<file path="src/sv/eafp_pkg.sv">
// ----------------------------------------------------------------------------
// eafp_pkg
// Types and constants for the ADC status frame parser.
// ----------------------------------------------------------------------------
package eafp_pkg;

  localparam int NUM_CHANNELS_DEF = 8;
  localparam int CHAN_W           = 3;
  localparam int PHASE_W          = 2;

  // Byte phase inside a three byte group
  localparam logic [PHASE_W-1:0] PH_FIRST  = 2'd0;
  localparam logic [PHASE_W-1:0] PH_SECOND = 2'd1;
  localparam logic [PHASE_W-1:0] PH_THIRD  = 2'd2;

  localparam logic [3:0] NIBBLE_MASK = 4'h0F;

  typedef struct packed {
    logic [7:0] data_byte;
    logic       frame_start;
  } item_t;

  typedef struct packed {
    logic               is_status;
    logic [2:0]         channel_index;
    logic signed [23:0] channel_value;
    logic [23:0]        status_word;
    logic [3:0]         lead_off_p;
    logic [3:0]         lead_off_n;
    logic [3:0]         gpio_bits;
    logic [31:0]        frame_number;
    logic               last_in_frame;
  } result_t;

  // Where the current byte sits in the frame
  typedef struct packed {
    logic               in_status;
    logic [PHASE_W-1:0] phase;
    logic [CHAN_W-1:0]  chan;
    logic               last_chan;
  } pos_t;

endpackage

</file>
<file path="src/sv/eeg_adc_frame_parser.sv">
// ----------------------------------------------------------------------------
// eeg_adc_frame_parser
// Splits a byte stream of converter frames into status and channel results.
// ----------------------------------------------------------------------------
// One byte is taken per cycle, every cycle, while the result register is free
// or being drained; a result appears in the cycle after the third byte of the
// status header or of a channel group, and the single result register holds
// it against back-pressure. A frame is three status bytes then three
// big-endian bytes per channel for NUM_CHANNELS channels (1 to 8). Setting
// frame_start on a byte makes it the first status byte and drops any partial
// frame; without it the position wraps after the last channel byte.
// frame_number counts status headers since reset, wrapping at 32 bits, and
// channel results carry the count of their frame.
module eeg_adc_frame_parser #(
  parameter int NUM_CHANNELS = eafp_pkg::NUM_CHANNELS_DEF
) (
  input  logic              clk,
  input  logic              rst,
  input  logic              item_valid,
  output logic              item_ready,
  input  eafp_pkg::item_t   item,
  output logic              result_valid,
  input  logic              result_ready,
  output eafp_pkg::result_t result
);
  import eafp_pkg::*;

  pos_t        pos;
  logic        accept;
  logic        group_done;
  logic [15:0] byte_gather;
  logic [31:0] frame_count;
  logic [31:0] frame_count_next;
  logic [23:0] word;
  result_t     result_next;

  assign item_ready = !result_valid || result_ready;
  assign accept     = item_valid && item_ready;

  eafp_framer #(
    .NUM_CHANNELS(NUM_CHANNELS)
  ) u_framer (
    .clk        (clk),
    .rst        (rst),
    .advance    (accept),
    .frame_start(item.frame_start),
    .pos        (pos)
  );

  assign group_done       = (pos.phase == PH_THIRD);
  assign word             = {byte_gather, item.data_byte};
  assign frame_count_next = (group_done && pos.in_status) ? frame_count + 32'd1
                                                          : frame_count;

  always_comb begin
    result_next              = '0;
    result_next.is_status    = pos.in_status;
    result_next.frame_number = frame_count_next;
    if (pos.in_status) begin
      result_next.status_word = word;
      result_next.lead_off_p  = byte_gather[7:4];
      result_next.lead_off_n  = byte_gather[3:0] & NIBBLE_MASK;
      result_next.gpio_bits   = item.data_byte[3:0] & NIBBLE_MASK;
    end else begin
      result_next.channel_index = pos.chan;
      result_next.channel_value = signed'(word);
      result_next.last_in_frame = pos.last_chan;
    end
  end

  // Shift each byte in; the first byte of a group lands above the second
  always_ff @(posedge clk) begin
    if (rst) begin
      byte_gather <= '0;
      frame_count <= '0;
    end else if (accept) begin
      byte_gather <= {byte_gather[7:0], item.data_byte};
      frame_count <= frame_count_next;
    end
  end

  always_ff @(posedge clk) begin
    if (rst) begin
      result_valid <= 1'b0;
    end else if (item_ready) begin
      result_valid <= accept && group_done;
    end
  end

  always_ff @(posedge clk) begin
    if (accept && group_done) begin
      result <= result_next;
    end
  end

endmodule

</file>
<file path="src/sv/eafp_framer.sv">
// ----------------------------------------------------------------------------
// eafp_framer
// Tracks the position of each byte: status or channel group, byte phase
// within the group, and channel number. frame_start forces the first byte.
// ----------------------------------------------------------------------------
module eafp_framer #(
  parameter int NUM_CHANNELS = eafp_pkg::NUM_CHANNELS_DEF
) (
  input  logic          clk,
  input  logic          rst,
  input  logic          advance,
  input  logic          frame_start,
  output eafp_pkg::pos_t pos
);
  import eafp_pkg::*;

  localparam logic [CHAN_W-1:0] LAST_CHAN = CHAN_W'(NUM_CHANNELS - 1);

  logic               in_status;
  logic [PHASE_W-1:0] phase;
  logic [CHAN_W-1:0]  chan;

  logic               in_status_next;
  logic [PHASE_W-1:0] phase_next;
  logic [CHAN_W-1:0]  chan_next;

  // A marked byte is the first status byte whatever came before
  always_comb begin
    if (frame_start) begin
      pos.in_status = 1'b1;
      pos.phase     = PH_FIRST;
      pos.chan      = '0;
    end else begin
      pos.in_status = in_status;
      pos.phase     = phase;
      pos.chan      = chan;
    end
    pos.last_chan = !pos.in_status && (pos.chan == LAST_CHAN);
  end

  always_comb begin
    in_status_next = pos.in_status;
    chan_next      = pos.chan;
    phase_next     = pos.phase + PHASE_W'(1);
    if (pos.phase == PH_THIRD) begin
      phase_next = PH_FIRST;
      if (pos.in_status) begin
        in_status_next = 1'b0;
        chan_next      = '0;
      end else if (pos.last_chan) begin
        // wrap to the next frame's status bytes
        in_status_next = 1'b1;
        chan_next      = '0;
      end else begin
        chan_next = pos.chan + CHAN_W'(1);
      end
    end
  end

  always_ff @(posedge clk) begin
    if (rst) begin
      in_status <= 1'b1;
      phase     <= PH_FIRST;
      chan      <= '0;
    end else if (advance) begin
      in_status <= in_status_next;
      phase     <= phase_next;
      chan      <= chan_next;
    end
  end

endmodule

</file>
<file path="config.mk">
export PLATFORM = sky130hd
export DESIGN_NAME = eeg_adc_frame_parser
export DESIGN_NICKNAME = d
export VERILOG_FILES = /design/src/sv/eafp_pkg.sv /design/src/sv/eeg_adc_frame_parser.sv /design/src/sv/eafp_framer.sv
export SDC_FILE = /design/constraint.sdc
export NUM_CORES = 1
export LEC_CHECK = 0
export BUFFER_PORTS_ARGS = -buffer_cell sky130_fd_sc_hd__buf_2
export CORE_MARGIN = 1.5
export CORE_UTILIZATION = 50
export CTS_CLUSTER_SIZE = 25
export DETAILED_ROUTE_END_ITERATION = 10
export PLACE_DENSITY = 0.8
export SLEW_MARGIN = 0
export SYNTH_ARGS = -nofsm -noshare
export SYNTH_HDL_FRONTEND = slang
export SYNTH_SLANG_ARGS = --single-unit
</file>
<file path="constraint.sdc">
create_clock -name clk -period 5.1 [get_ports clk]
set_input_delay 0.255 -clock clk [delete_from_list [all_inputs] [get_ports clk]]
set_output_delay 0.255 -clock clk [all_outputs]
set_load 0.02 [all_outputs]
</file>
==> impl_metrics.yaml <==
outcome:
  outcome: "finished clean"
timing:
  maxClockFrequency_ghz: 0.3533
  hold_violations: 0
  period_share_pct: 55.50
  maxSlewViolCount: 0
  period_minus_slack_ps: 2831
  worst_slew_pin_slew_ps: 1044
  slew_headroom_pct: 29.73
  fin_worst_skew_ps: 6.391
  rsz0062_at_grt: "no"
  finalSetupViolations: 0
  fin_setup_tns_ps: 0
route:
  drt_iter0_drc: 231
  vias_per_cell: 5.141
  ant_nets: 0
  dr.pass1.iters: 4
  wl_per_cell_um: 14.90
  vias: 3964
  finalWirelength_mm: 11.49
  post-route-drc-count: 0
die:
  core_area_um2: 11470
  die_h_um: 111.5
  ios: 112
  dieArea_um2: 12440
  initial_core_util_pct: 51.35
  dieWidth_um: 111.5
  rows: 39
cells_and_area:
  n_fill_cell: 900
  area_delta_synth_final_pct: 20.06
  antenna_cells: 0
  drive_gt1_share_pct: 23.57
  final_nets: 631
  finish.utilization_pct: 61.65
min_path:
  min_delay_path_depth: 3
  holdCritPathClass: "in -> reg"
clock_tree:
  clockBufferDepth: 2
  hold_buffers: 0
  cts_tree: "done"
  post_cts_resized: 0
  post_cts_buffers: 0
  cts_made_buffers: 17
  clk_pin_slew_ps: 60
  clkSinkCount: 140
  ctsRootBufferMaster: "clkbuf_16"
  htree_levels: 4
  clk_latency_ps: 410
synth:
  syn_area_um2: 5888
  ys_ff_latch: 140
  seq_area_frac_synth_pct: 62.05
  synth_area_leader_cell: "edfxtp_1"
  syn_inst: 521
  synth_edf_count: 85
  async_flop_share_pct: 0
  syn_area_per_cell_um2: 11.30
  synth_area_leaders: "edfxtp_1 43%, dfxtp_1 19%, and2_1 5.8%, xor2_1 4.5%, nand2_1 4.0%"
  yosys_most_used_dff: "edfxtp_1"
  syn_nets: 537
  post_synth_num_cell_types: 40
  synth_warnings: 0
  yosysTopAreaCellShare_pct: 43.35
global_routing:
  grt_max_degree: 76
  antenna_found_initial: 0
  grt_pass1_vias: 3826
  grt_util_all_layers_pct: 18.86
  grt_pass1_wl_mm: 18.49
  grt_overflow: 0
worst_setup_path:
  end_kind: "flip-flop"
  cp-start-kind: "flip-flop"
  path_cells: "nand2b_1, nand2_1, nor2_4, buf_4"
  cp.arrival_ps: 2860
  r2r_cells: 4
  cp.required_ps: 5130
  slowest_stage: "buf_4"
  cp_max_fo: 75
  max_stage_delay_ps: 790
  worstSetupPathType: "reg -> reg"
pwr:
  leakagePower_nw: 2.867
  ir_drop_mv: 0.2536
  power.density_nw_per_um2: 362.2
placed_design:
  io_buffers: 111
  dp_hpwl_mm: 7.621
  gp_congestion: 0.8705
flow_run:
  cap_violations: 0
[layout by cell type, fill, tap and decap left out, drive strengths merged, types with 22 or more instances in the layout]
cell and count:
xor2 30, nand2 63, and2 55, a21oi 25, nor2 43, buf 115
xnor2 23, edfxtp 85, dfxtp 55, nand3 22
[cell type report]
type                       instances  area [um2]  share of cell area, %
sequential                       140        3654                  51.68
timing repair buffer             115       585.6                  8.283
multi-input combinational        336        2001                  28.30
clock buffer                      20       436.7                  6.177
inverter                           5       18.77                 0.2655
clock inverter                    12       195.2                  2.761
tap                              143       178.9                  2.531
[worst max-delay path: cells and delay by family (launching register included)]
kind | cells | cell delay [ps]
AND/OR/NAND/NOR | 3 | 1270
buffers and inverters | 1 | 790
flip-flops | 1 | 310
[final timing paths]
path / startpoint / end / slack (ps)
setup / recovery: result_valid$_SDFFE_PP0N_ / result[20]$_DFFE_PP_ / 2270
hold / removal: item[3] / byte_gather[2]$_SDFFE_PP0P_ / 100
setup reg to reg: result_valid$_SDFFE_PP0N_ / result[20]$_DFFE_PP_ / 2270
hold reg to reg: byte_gather[13]$_SDFFE_PP0P_ / byte_gather[13]$_SDFFE_PP0P_ / 470
[sequential cells by signal, indices dropped and copies added (netlist names)]
name	flops
byte_gather	16
u_framer.in_status	1
u_framer.chan	3
frame_count	32
result_valid	1
u_framer.phase	2
result	85
[Yosys cell counts, types with 2 or more instances]
cell type and number:
mux2_1 2, buf_6 3, edfxtp_1 85, or4_1 2, nand4_1 13, xnor2_1 23
nand3_1 22, nand4bb_1 2, and3_1 4, nor2_1 43, and4_1 3, or3_1 5
inv_1 5, dfxtp_1 55, ha_1 3, nor3_1 8, and2_1 55, nor2b_1 5
a21oi_1 25, clkbuf_1 23, xor2_1 30, buf_4 13, mux2i_1 2, nand2_1 63
o21ai_0 8, nor4_1 4, nor3b_1 2
[cells by family after synthesis]
family / count (synthesis) / share of synthesized area, %
DFF: 140 / 62.05
adders and majority gates: 3 / 0.6376
AOI/OAI and AO/OA: 38 / 3.464
muxes: 5 / 0.9137
xor gates and xnor gates: 53 / 7.883
and+or+nand+nor: 237 / 20.95
buffers and inverters: 45 / 4.101
[routing by layer]
metal / part of all wire, % / up-vias / global-route usage (%)
met1: 42 / 1873 / 22.74
met5: 0 / - / 0
met3: 5.1 / 10 / 5.117
met4: 0.88 / 0 / 6.245
met2: 52 / 110 / 32.84
li1: - / 1971 / -
[power breakdown]
| group | total (W) | internal [W] | switching [W] |
|---|---|---|---|
| logic | 0.0000472 | 0.0000157 | 0.0000315 |
| registers | 0.00121 | 0.00120 | 0.00000667 |
| clock network | 0.00131 | 0.000864 | 0.000443 |
| total | 0.00256 | 0.00208 | 0.000481 |
[per-stage QoR]
step,instances,power (W),worst slack (ps),hold slack [ps],cell area [um2]
after CTS,771,0.002581,2239,93.15,7069
after global placement,739,0.001275,2327,460.2,6437
after floorplan,521,0.001260,97.39,391.0,5888
after global routing,771,0.002629,2019,118.7,7069
final,771,0.002560,2269,103.2,7069
after detailed placement,739,0.001277,2206,471.4,6437
(Power assumes the default switching activity.)
